==> config.mk <==
export PLATFORM = sky130hd
export DESIGN_NAME = feistel_block_cipher_16bit
export DESIGN_NICKNAME = d
export VERILOG_FILES = /design/src/design/fbc16_pkg.sv /design/src/design/fbc16_regs.sv /design/src/design/fbc16_ctrl.sv /design/src/design/fbc16_dp.sv /design/src/design/feistel_block_cipher_16bit.sv
export SDC_FILE = /design/constraint.sdc
export NUM_CORES = 1
export LEC_CHECK = 0
export ABC_AREA = 1
export BUFFER_PORTS_ARGS = -buffer_cell sky130_fd_sc_hd__buf_2
export CAP_MARGIN = 15
export CORE_ASPECT_RATIO = 2
export CORE_MARGIN = 2
export CORE_UTILIZATION = 50
export DETAILED_ROUTE_END_ITERATION = 12
export PLACE_DENSITY = 0.77
export SETUP_SLACK_MARGIN = 0.02
export SLEW_MARGIN = 20
export SYNTH_ARGS = -nofsm -noshare
export SYNTH_HDL_FRONTEND = slang
export SYNTH_SLANG_ARGS = --single-unit
==> constraint.sdc <==
create_clock -name clk -period 7.3 [get_ports clk]
set_clock_uncertainty 0.15 [all_clocks]
set_input_delay 0.73 -clock clk [delete_from_list [all_inputs] [get_ports clk]]
set_output_delay 0.73 -clock clk [all_outputs]
set_load 0.02 [all_outputs]
==> src/design/fbc16_pkg.sv <==
// ---------------------------------------------------------------------------
// fbc16_pkg
// Shared types, register codes, S-box tables and round function for the
// 16-bit Feistel block cipher.
// ---------------------------------------------------------------------------
package fbc16_pkg;

    localparam int HALF_W = 8;
    localparam int CNT_W  = 8;
    localparam int ROT_W  = 3;
    localparam int ADDR_W = 4;
    localparam int DATA_W = 32;

    // Register indexes (byte address = 4 * index)
    typedef logic [1:0] reg_idx_t;
    localparam reg_idx_t REG_ROUND_COUNT   = 2'd0;
    localparam reg_idx_t REG_ROTATE_AMOUNT = 2'd1;
    localparam reg_idx_t REG_ROUND_KEY     = 2'd2;

    // Reset values
    localparam logic [CNT_W-1:0]  RST_ROUND_COUNT   = 8'd32;
    localparam logic [ROT_W-1:0]  RST_ROTATE_AMOUNT = 3'd3;
    localparam logic [HALF_W-1:0] RST_ROUND_KEY     = 8'd0;

    typedef struct packed {
        logic [HALF_W-1:0] left_half;
        logic [HALF_W-1:0] right_half;
    } in_item_t;

    typedef struct packed {
        logic [HALF_W-1:0] out_left;
        logic [HALF_W-1:0] out_right;
    } out_item_t;

    typedef struct packed {
        logic [CNT_W-1:0]  round_count;
        logic [ROT_W-1:0]  rotate_amount;
        logic [HALF_W-1:0] round_key;
    } cfg_t;

    // Controller to datapath commands
    typedef struct packed {
        logic load;       // take a new request into the working halves
        logic load_zero;  // zero-round request: working halves cleared
        logic do_round;   // apply one round
        logic emit;       // copy working halves to the output register
    } dp_cmd_t;

    // Datapath to controller status
    typedef struct packed {
        logic out_free;   // output register can take a result this cycle
    } dp_status_t;

    function automatic logic [3:0] sbox_high(input logic [3:0] v);
        logic [3:0] r;
        case (v)
            4'h0:    r = 4'd4;
            4'h1:    r = 4'd11;
            4'h2:    r = 4'd2;
            4'h3:    r = 4'd14;
            4'h4:    r = 4'd15;
            4'h5:    r = 4'd0;
            4'h6:    r = 4'd8;
            4'h7:    r = 4'd13;
            4'h8:    r = 4'd3;
            4'h9:    r = 4'd12;
            4'hA:    r = 4'd9;
            4'hB:    r = 4'd7;
            4'hC:    r = 4'd5;
            4'hD:    r = 4'd10;
            4'hE:    r = 4'd6;
            4'hF:    r = 4'd1;
            default: r = 4'd0;
        endcase
        return r;
    endfunction

    function automatic logic [3:0] sbox_low(input logic [3:0] v);
        logic [3:0] r;
        case (v)
            4'h0:    r = 4'd13;
            4'h1:    r = 4'd2;
            4'h2:    r = 4'd8;
            4'h3:    r = 4'd4;
            4'h4:    r = 4'd6;
            4'h5:    r = 4'd15;
            4'h6:    r = 4'd11;
            4'h7:    r = 4'd1;
            4'h8:    r = 4'd10;
            4'h9:    r = 4'd9;
            4'hA:    r = 4'd3;
            4'hB:    r = 4'd14;
            4'hC:    r = 4'd5;
            4'hD:    r = 4'd0;
            4'hE:    r = 4'd12;
            4'hF:    r = 4'd7;
            default: r = 4'd0;
        endcase
        return r;
    endfunction

    function automatic logic [HALF_W-1:0] rotl8(input logic [HALF_W-1:0] v,
                                                input logic [ROT_W-1:0]  amt);
        logic [2*HALF_W-1:0] d;
        d = {v, v} << amt;
        return d[2*HALF_W-1:HALF_W];
    endfunction

    // Round function: key add, nibble substitution, rotate
    function automatic logic [HALF_W-1:0] round_f(input logic [HALF_W-1:0] r,
                                                  input logic [HALF_W-1:0] key,
                                                  input logic [ROT_W-1:0]  amt);
        logic [HALF_W-1:0] t;
        logic [HALF_W-1:0] s;
        t = r + key;
        s = {sbox_high(t[7:4]), sbox_low(t[3:0])};
        return rotl8(s, amt);
    endfunction

endpackage

==> src/design/fbc16_regs.sv <==
// ---------------------------------------------------------------------------
// fbc16_regs
// APB-style configuration registers: round count, rotate amount, round key.
// ---------------------------------------------------------------------------
module fbc16_regs (
    input  logic                           clk,
    input  logic                           rst_n,
    input  logic                           psel,
    input  logic                           penable,
    input  logic                           pwrite,
    input  logic [fbc16_pkg::ADDR_W-1:0]   paddr,
    input  logic [fbc16_pkg::DATA_W-1:0]   pwdata,
    output logic [fbc16_pkg::DATA_W-1:0]   prdata,
    output logic                           pready,
    output fbc16_pkg::cfg_t                cfg
);

    fbc16_pkg::cfg_t   cfg_reg;
    fbc16_pkg::reg_idx_t idx;
    logic              wr_en;

    assign pready = 1'b1;
    assign idx    = paddr[3:2];
    assign wr_en  = psel && penable && pwrite;
    assign cfg    = cfg_reg;

    // Register writes
    always_ff @(posedge clk or negedge rst_n)
    begin
        if (!rst_n)
        begin
            cfg_reg.round_count   <= fbc16_pkg::RST_ROUND_COUNT;
            cfg_reg.rotate_amount <= fbc16_pkg::RST_ROTATE_AMOUNT;
            cfg_reg.round_key     <= fbc16_pkg::RST_ROUND_KEY;
        end
        else if (wr_en)
        begin
            case (idx)
                fbc16_pkg::REG_ROUND_COUNT:
                    cfg_reg.round_count <= pwdata[fbc16_pkg::CNT_W-1:0];
                fbc16_pkg::REG_ROTATE_AMOUNT:
                    cfg_reg.rotate_amount <= pwdata[fbc16_pkg::ROT_W-1:0];
                fbc16_pkg::REG_ROUND_KEY:
                    cfg_reg.round_key <= pwdata[fbc16_pkg::HALF_W-1:0];
                default: ;
            endcase
        end
    end

    // Read mux
    always_comb
    begin
        case (idx)
            fbc16_pkg::REG_ROUND_COUNT:
                prdata = {{(fbc16_pkg::DATA_W-fbc16_pkg::CNT_W){1'b0}},
                          cfg_reg.round_count};
            fbc16_pkg::REG_ROTATE_AMOUNT:
                prdata = {{(fbc16_pkg::DATA_W-fbc16_pkg::ROT_W){1'b0}},
                          cfg_reg.rotate_amount};
            fbc16_pkg::REG_ROUND_KEY:
                prdata = {{(fbc16_pkg::DATA_W-fbc16_pkg::HALF_W){1'b0}},
                          cfg_reg.round_key};
            default:
                prdata = '0;
        endcase
    end

endmodule

==> src/design/fbc16_ctrl.sv <==
// ---------------------------------------------------------------------------
// fbc16_ctrl
// Sequencer: accepts a request, counts the rounds, hands the result over.
// ---------------------------------------------------------------------------
module fbc16_ctrl (
    input  logic                          clk,
    input  logic                          rst_n,
    input  logic                          in_valid,
    output logic                          in_stall,
    input  logic [fbc16_pkg::CNT_W-1:0]   round_count,
    input  fbc16_pkg::dp_status_t         status,
    output fbc16_pkg::dp_cmd_t            cmd
);

    typedef enum logic [1:0] {
        ST_IDLE,
        ST_RUN,
        ST_WAIT
    } state_t;

    state_t                        state_reg, state_next;
    logic [fbc16_pkg::CNT_W-1:0]   cnt_reg, cnt_next;
    logic                          take_out;
    logic                          can_accept;
    logic                          accept;

    // Handover and acceptance
    assign take_out   = (state_reg == ST_WAIT) && status.out_free;
    assign can_accept = (state_reg == ST_IDLE) || take_out;
    assign in_stall   = !can_accept;
    assign accept     = in_valid && can_accept;

    assign cmd.load      = accept;
    assign cmd.load_zero = accept && (round_count == '0);
    assign cmd.do_round  = (state_reg == ST_RUN);
    assign cmd.emit      = take_out;

    // Next state
    always_comb
    begin
        state_next = state_reg;
        cnt_next   = cnt_reg;
        case (state_reg)
            ST_IDLE: ;
            ST_RUN:
            begin
                cnt_next = cnt_reg - 1'b1;
                if (cnt_reg == {{(fbc16_pkg::CNT_W-1){1'b0}}, 1'b1})
                    state_next = ST_WAIT;
            end
            ST_WAIT:
            begin
                if (take_out)
                    state_next = ST_IDLE;
            end
            default:
                state_next = ST_IDLE;
        endcase
        // New request (also taken in the cycle the old result leaves)
        if (accept)
        begin
            cnt_next   = round_count;
            state_next = (round_count == '0) ? ST_WAIT : ST_RUN;
        end
    end

    always_ff @(posedge clk or negedge rst_n)
    begin
        if (!rst_n)
        begin
            state_reg <= ST_IDLE;
            cnt_reg   <= '0;
        end
        else
        begin
            state_reg <= state_next;
            cnt_reg   <= cnt_next;
        end
    end

endmodule

==> src/design/fbc16_dp.sv <==
// ---------------------------------------------------------------------------
// fbc16_dp
// Datapath: working halves, one round per cycle, output register.
// ---------------------------------------------------------------------------
module fbc16_dp (
    input  logic                           clk,
    input  logic                           rst_n,
    input  fbc16_pkg::dp_cmd_t             cmd,
    input  fbc16_pkg::in_item_t            in_data,
    input  fbc16_pkg::cfg_t                cfg,
    output fbc16_pkg::out_item_t           out_data,
    output logic                           out_valid,
    input  logic                           out_stall,
    output fbc16_pkg::dp_status_t          status
);

    logic [fbc16_pkg::HALF_W-1:0] left_reg, left_next;
    logic [fbc16_pkg::HALF_W-1:0] right_reg, right_next;
    logic [fbc16_pkg::HALF_W-1:0] f_val;
    fbc16_pkg::out_item_t         out_data_reg;
    logic                         out_valid_reg, out_valid_next;

    assign f_val = fbc16_pkg::round_f(right_reg, cfg.round_key, cfg.rotate_amount);

    // Working halves
    always_comb
    begin
        left_next  = left_reg;
        right_next = right_reg;
        if (cmd.load_zero)
        begin
            left_next  = '0;
            right_next = '0;
        end
        else if (cmd.load)
        begin
            left_next  = in_data.left_half;
            right_next = in_data.right_half;
        end
        else if (cmd.do_round)
        begin
            left_next  = right_reg;
            right_next = f_val ^ left_reg;
        end
    end

    always_ff @(posedge clk)
    begin
        left_reg  <= left_next;
        right_reg <= right_next;
    end

    // Output register
    assign status.out_free = !out_valid_reg || !out_stall;
    assign out_valid_next  = cmd.emit || (out_valid_reg && out_stall);

    always_ff @(posedge clk or negedge rst_n)
    begin
        if (!rst_n)
            out_valid_reg <= 1'b0;
        else
            out_valid_reg <= out_valid_next;
    end

    always_ff @(posedge clk)
    begin
        if (cmd.emit)
        begin
            out_data_reg.out_left  <= left_reg;
            out_data_reg.out_right <= right_reg;
        end
    end

    assign out_data  = out_data_reg;
    assign out_valid = out_valid_reg;

endmodule

==> src/design/feistel_block_cipher_16bit.sv <==
// Rounds are applied one round per cycle in a shared unit. The next request
// is taken in the cycle the previous result moves to the output register,
// which needs that register empty or being read that cycle, so a new request
// is not taken while the previous one is still at work.
// Reset: rst_n clears control and loads the register reset values.
// ---------------------------------------------------------------------------
// feistel_block_cipher_16bit
// 16-bit GOST-style Feistel cipher with configurable rounds, rotation and key.
// ---------------------------------------------------------------------------
module feistel_block_cipher_16bit (
    input  logic                           clk,
    input  logic                           rst_n,
    input  logic                           in_valid,
    output logic                           in_stall,
    input  fbc16_pkg::in_item_t            in_data,
    output logic                           out_valid,
    input  logic                           out_stall,
    output fbc16_pkg::out_item_t           out_data,
    input  logic                           psel,
    input  logic                           penable,
    input  logic                           pwrite,
    input  logic [fbc16_pkg::ADDR_W-1:0]   paddr,
    input  logic [fbc16_pkg::DATA_W-1:0]   pwdata,
    output logic [fbc16_pkg::DATA_W-1:0]   prdata,
    output logic                           pready
);

    fbc16_pkg::cfg_t        cfg;
    fbc16_pkg::dp_cmd_t     cmd;
    fbc16_pkg::dp_status_t  status;

    fbc16_regs u_regs (
        .clk     (clk),
        .rst_n   (rst_n),
        .psel    (psel),
        .penable (penable),
        .pwrite  (pwrite),
        .paddr   (paddr),
        .pwdata  (pwdata),
        .prdata  (prdata),
        .pready  (pready),
        .cfg     (cfg)
    );

    fbc16_ctrl u_ctrl (
        .clk         (clk),
        .rst_n       (rst_n),
        .in_valid    (in_valid),
        .in_stall    (in_stall),
        .round_count (cfg.round_count),
        .status      (status),
        .cmd         (cmd)
    );

    fbc16_dp u_dp (
        .clk       (clk),
        .rst_n     (rst_n),
        .cmd       (cmd),
        .in_data   (in_data),
        .cfg       (cfg),
        .out_data  (out_data),
        .out_valid (out_valid),
        .out_stall (out_stall),
        .status    (status)
    );

endmodule

==> metrics.cfg, run 1 <==
[global_routing]
grt_pass1_wl_um = 17400
grt_start_max_net_pins = 31
antenna_found_initial = 0
grt_usage = 0.256
grt_pass1_vias = 3858
grt_overflow = 0

[cts]
cts_buffers = 9
cts_root_buffer = clkbuf_16
clock_sinks = 62
cts_setup_buffers = 0
clockBufferDepth = 2
cts_tree = done
cts_resized = 0
clk_pin_slew_ns = 0.06
clk_latency_ns = 0.34
cts_hold_buf = 0
htree_num_levels = 3

[critical_path]
rr_endpoint = u_dp.right_reg[7]$_SDFFE_PP0P_
reg2reg_slack_ns = 4.18
crit_fanout = 4
regToRegStartpoint = u_dp.right_reg[0]$_SDFFE_PP0P_
critPathCaptureType = flop
cp_data_required_time_ns = 7.33
arrival_ns = 3.16
startpoint_type = flop
timing_worst_setup_path_type = flop to flop
r2r_cells = 17

[placement]
portBuffers = 58
post-place-ws_ns = 4.20
dp_hpwl_um = 8160
gp_congestion = 0.979

[sta]
rsz0062_at_grt = false
final_max_slew_viol_count = 0
timing.fmax_mhz = 320
setup_ws_ns = 4.18
post-route-period-util = 0.428
min_period_ns = 3.12
worstMarginPinSlew_ns = 0.743
relSlewSlack = 0.504
final-setup-viol-count = 0
setup-tns-final_ns = 0
hold_viol = 0
holdWs_ns = 0.281

[routing]
wl_per_cell_um = 14.9
viasPerCell = 5.48
drc = 0
drt_iter0_drc = 153
drt-total-wl_um = 10600
num_vias = 3882
dr.pass1.iters = 5
drtAntennaViolNets = 0

[die]
rows = 47
initial_core_util = 0.508
pin_count = 110
core-area_um2 = 8170
die_y_um = 133
die-area_um2 = 9090
die_w_um = 68.4

[logic_synthesis]
ys_types = 48
seq_area_frac_synth = 0.375
syn-cell-area_um2 = 4150
yosys_warnings = 0
ys_top_cells_by_area = dfrtp_1, nand2_1, edfxtp_1
synth_cells = 550
syn_avg_cell_area_um2 = 7.55
yosysTopAreaCellShare = 0.163
synth-seq-cells = 62
yosysTopAreaCell = dfrtp_1

[final_layout]
fill_cells = 761
final_nets = 679
final_common_cell = nand2_1
final_util = 0.578
largest_reg_flops = 19
antenna_cells = 0
area_growth_syn_to_layout_pct = 13.8
final_layout_size_suffix_gt1_frac = 0.191
layout.area.seq_um2 = 1560
multi_input_area_um2 = 2140
layout_common_cells = nand2_1, nand3_1, inv_1

[run_status]
outcome = finished clean

[min_path]
hold_path_class = input pin to async pin

[job]
drv_cap = 0

[power]
leakagePower_nw = 2.37
power_density_nw_per_um2 = 455
peakVddDrop_mv = 0.225

==> worst max-delay path by stage <==
stage,from,to,slack [ns],cells after the start
2_1_floorplan,u_regs.cfg[0]$_DFFE_PN0P_,u_dp.right_reg[1]$_SDFFE_PP0P_,4.67,16
3_3_place_gp,u_dp.right_reg[0]$_SDFFE_PP0P_,u_dp.right_reg[7]$_SDFFE_PP0P_,4.26,17
3_5_place_dp,u_dp.right_reg[0]$_SDFFE_PP0P_,u_dp.right_reg[7]$_SDFFE_PP0P_,4.20,17
4_1_cts,u_dp.right_reg[0]$_SDFFE_PP0P_,u_dp.right_reg[7]$_SDFFE_PP0P_,4.19,17
5_1_grt,u_dp.right_reg[0]$_SDFFE_PP0P_,u_dp.right_reg[3]$_SDFFE_PP0P_,3.79,17
6_report,u_dp.right_reg[0]$_SDFFE_PP0P_,u_dp.right_reg[7]$_SDFFE_PP0P_,4.18,17
==> layer usage <==
metal  up-vias  wire [um]  share of wire  GRT usage
li1       1880          -              -          -
met1      1815       3630           0.34      0.252
met2       140       5870           0.55      0.452
met3        47        478          0.045     0.0527
met4         0        621          0.059      0.169
met5         -          0              0          0
==> cell usage after synthesis (all sizes together) <==
| library cell | number |
|---|---|
| nand2 | 166 |
| nand3 | 84 |
| inv | 66 |
| o21ai | 36 |
| buf | 34 |
| dfrtp | 27 |
| nor2 | 17 |
| dfxtp | 16 |
| edfxtp | 16 |
| a21oi | 13 |
| ha | 13 |
| a31oi | 8 |
| o221ai | 7 |
| a22o | 6 |
| clkbuf | 6 |
| or2 | 5 |
| dfstp | 3 |
| nand4 | 3 |
| o211ai | 3 |
| xnor2 | 3 |
| xor2 | 3 |
| clkinv | 2 |
| conb | 2 |
| nor3 | 2 |
| and3 | 1 |
| fa | 1 |
| nor4 | 1 |
| o21a | 1 |
| o21bai | 1 |
| o22ai | 1 |
| o311a | 1 |
| o311ai | 1 |
| o41ai | 1 |
==> area by class of cell <==
class,instances,share of cell area
flip-flops and latches,62,0.329
clock buffers,9,0.0477
multi-input cells,403,0.454
repair buffers,62,0.0678
inverters,68,0.0540
clock inverters,7,0.0220
well taps,98,0.0259
==> stage by stage <==
step	instance area [um2]	cells	total power [mW]
6_report	4730	709	2.15
5_1_grt	4730	709	2.33
4_1_cts	4730	709	2.14
3_5_place_dp	4400	693	1.66
3_3_place_gp	4400	693	1.61
2_1_floorplan	4240	573	1.41
==> kinds of logic (layout without fill, tap and decap cells) <==
group | after synthesis | in the layout | share of synthesized area
XOR/XNOR | 6 | 6 | 0.0172
adder cells (fa/ha/maj) | 14 | 14 | 0.0440
AO/OA/AOI/OAI | 79 | 79 | 0.118
buffers and inverters | 108 | 146 | 0.130
other | 2 | 25 | 0.00181
AND/OR/NAND/NOR | 279 | 279 | 0.314
flip-flops | 62 | 62 | 0.375
==> where the power goes <==
group,internal [mW],switching [mW]
registers,0.445,0.105
logic,0.395,0.735
clock network,0.303,0.166
total,1.14,1.01
==> critical path: stages (launching register included) <==
cell	delay [ns]
dfxtp_1	0.46
ha_1	0.28
fa_1	0.50
ha_1	0.32
inv_1	0.06
nand2_1	0.05
o21ai_0	0.08
inv_1	0.06
nand2_1	0.06
o21ai_0	0.09
o21ai_0	0.24
nand2_1	0.08
o21ai_0	0.16
nand2_1	0.12
nand2_1	0.09
nand2_1	0.05
nand3_1	0.06
a21oi_1	0.07
No activity file was read; power rests on OpenSTA's default activity.
==> inputs of run 2 (changes only) <==
- ABC_AREA: 1 -> 0
- CORE_UTILIZATION: 50 -> 48
- PLACE_DENSITY: 0.77 -> 0.78
- clock period: 7.3 -> 2.63 ns (I/O delays scaled with it)
==> metrics.cfg, run 2 <==
[run_status]
outcome = complete, but fails checks
violations = negative setup slack

[final_layout]
final_area_um2 = 5460
antenna_cells = 0
largest_reg_flops = 19
area_growth_syn_to_layout_pct = 32.6
final_common_cell = buf_4
layout_common_cells = buf_4, buf_2, nand2_1
finalNonFillerCells = 664
final_nets = 634
final_layout_size_suffix_gt1_frac = 0.390

[logic_synthesis]
seq_area_frac_synth = 0.377
yosys-top-cells-count = nand2_1, dfrtp_1, a21oi_1, buf_4, nor2_1
yosysTopAreaCellShare = 0.164
yosysTopAreaCell = dfrtp_1
synth_cells = 433
synth_ff_type = dfrtp_1
ys_top_cells_by_area = dfrtp_1, edfxtp_1, dfxtp_1
synth-async-reset-ratio = 0.484
yosys_warnings = 0
synth_edf_count = 16
synth-seq-cells = 62
synth.most_common_cell = nand2_1
syn-cell-area_um2 = 4120
syn_avg_cell_area_um2 = 9.52
ys_types = 71

[sta]
post-route-period-util = 1.28
setup-tns-final_ns = -5.31
min_period_ns = 3.36
worstMarginPinSlew_ns = 0.653
final_max_slew_viol_count = 0
relSlewSlack = 0.564
setup_ws_ns = -0.732
final-setup-viol-count = 8
rsz0062_at_grt = true
timing.fmax_mhz = 297
hold_viol = 0

[critical_path]
arrival_ns = 3.42
startpoint_type = flop
critPathCaptureType = flop
cp_data_required_time_ns = 2.69
timing_worst_setup_path_type = flop to flop
crit_fanout = 4
reg2reg_slack_ns = -0.73

[die]
initial_core_util = 0.497
die-area_um2 = 9390
die_w_um = 69.5
pin_count = 110
rows = 47
core-area_um2 = 8290
die_y_um = 135

[placement]
portBuffers = 58
gp_congestion = 0.950
post-place-ws_ns = -0.799
dp_hpwl_um = 9330
postPlaceCellArea_um2 = 4940
placed_cells = 641

[routing]
wl_per_cell_um = 17.9
drt-total-wl_um = 11900
num_vias = 3865
drtAntennaViolNets = 0
dr.pass1.iters = 5
drc = 0
viasPerCell = 5.82
drt_iter0_drc = 237

[cts]
cts_tree = done
clock_sinks = 62
clockBufferDepth = 2
htree_num_levels = 3
clk_pin_slew_ns = 0.05
cts_buffers = 9
clk_latency_ns = 0.33
cts_root_buffer = clkbuf_16

[min_path]
hold_path_class = input pin to flop

[global_routing]
grt_pass1_vias = 3762
antenna_found_initial = 0
grt_pass1_wl_um = 18500
grt_start_max_net_pins = 31
grt_usage = 0.254
grt_overflow = 0

[power]
power_density_nw_per_um2 = 1780
leakagePower_nw = 2.41
peakVddDrop_mv = 0.901
p_total_mw = 9.73

[job]
drv_cap = 0

[run 2: layer usage]
metal / vias to the layer above / wire (um) / track usage
met5: - / 0 / 0
met4: 0 / 954 / 0.190
met3: 57 / 436 / 0.0351
met2: 138 / 6400 / 0.470
met1: 1846 / 4080 / 0.252
li1: 1824 / - / -
[run 2: metrics by stage]
step                hold WS (ns)  utilization
global placement           0.175        0.596
finish                    0.0280        0.659
global route              0.0407        0.659
floorplan                 -0.183            -
CTS                       0.0222        0.646
detailed placement         0.172        0.596
[run 2: cell families (layout without fill, tap and decap cells)]
logic type / Yosys count / count (layout) / synth area share
buffers and inverters: 52 / 162 / 0.0753
flip-flops: 62 / 62 / 0.377
other: 2 / 25 / 0.00182
AO/OA/AOI/OAI: 126 / 126 / 0.220
AND/OR/NAND/NOR: 120 / 120 / 0.140
XOR/XNOR: 23 / 23 / 0.0525
multiplexers: 34 / 34 / 0.0881
adder cells (fa/ha/maj): 14 / 14 / 0.0443
[run 2: critical path, stage by stage, from the launching register on]
cell	delay (ns)
dfrtp_1	0.42
ha_1	0.31
a21o_1	0.18
buf_4	0.14
and4_2	0.24
nor3_1	0.33
buf_4	0.19
o21ai_1	0.15
xnor2_1	0.23
o221ai_1	0.32
o41ai_4	0.15
mux2i_1	0.20
xnor2_1	0.15
o21ai_1	0.08
[run 2: timing repair]
item | CTS | global route
buffers inserted | 5 | 1
endpoints found under the setup margin | 8 | 8
resized for setup | 15 | 19
endpoints found under the hold margin | 27 | 0
pin swaps | 10 | 13
hold buffers | 1 | 0
[run 2: worst paths after layout]
path,start,cells after the start,endpoint
worst max-delay path,u_regs.cfg[1]$_DFFE_PN0P_,13,u_dp.right_reg[6]$_SDFFE_PP0P_
worst min-delay path,in_data[10],3,u_dp.left_reg[2]$_SDFFE_PP0P_
worst max register to register,u_regs.cfg[1]$_DFFE_PN0P_,13,u_dp.right_reg[6]$_SDFFE_PP0P_
worst min register to register,u_dp.left_reg[1]$_SDFFE_PP0P_,0,u_dp.out_data[9]$_DFFE_PP_
max in group asynchronous,rst_n,2,u_regs.cfg[0]$_DFFE_PN0P_
min in group asynchronous,rst_n,2,u_regs.cfg[18]$_DFFE_PN0P_
[run 2: where the power goes]
part	internal [mW]	total, mW	switching (mW)
Clock	0.729	1.13	0.396
Combinational	3.24	6.89	3.64
Sequential	1.34	1.72	0.376
[run 2: layout make-up]
cell class / count / area [um2]
Multi-Input combinational cell: 342 / 2560
Clock buffer: 10 / 229
Fill cell: 664 / 2830
Tap cell: 98 / 123
Timing Repair Buffer: 138 / 906
Inverter: 8 / 30.0
Sequential cell: 62 / 1560
Clock inverter: 6 / 62.6
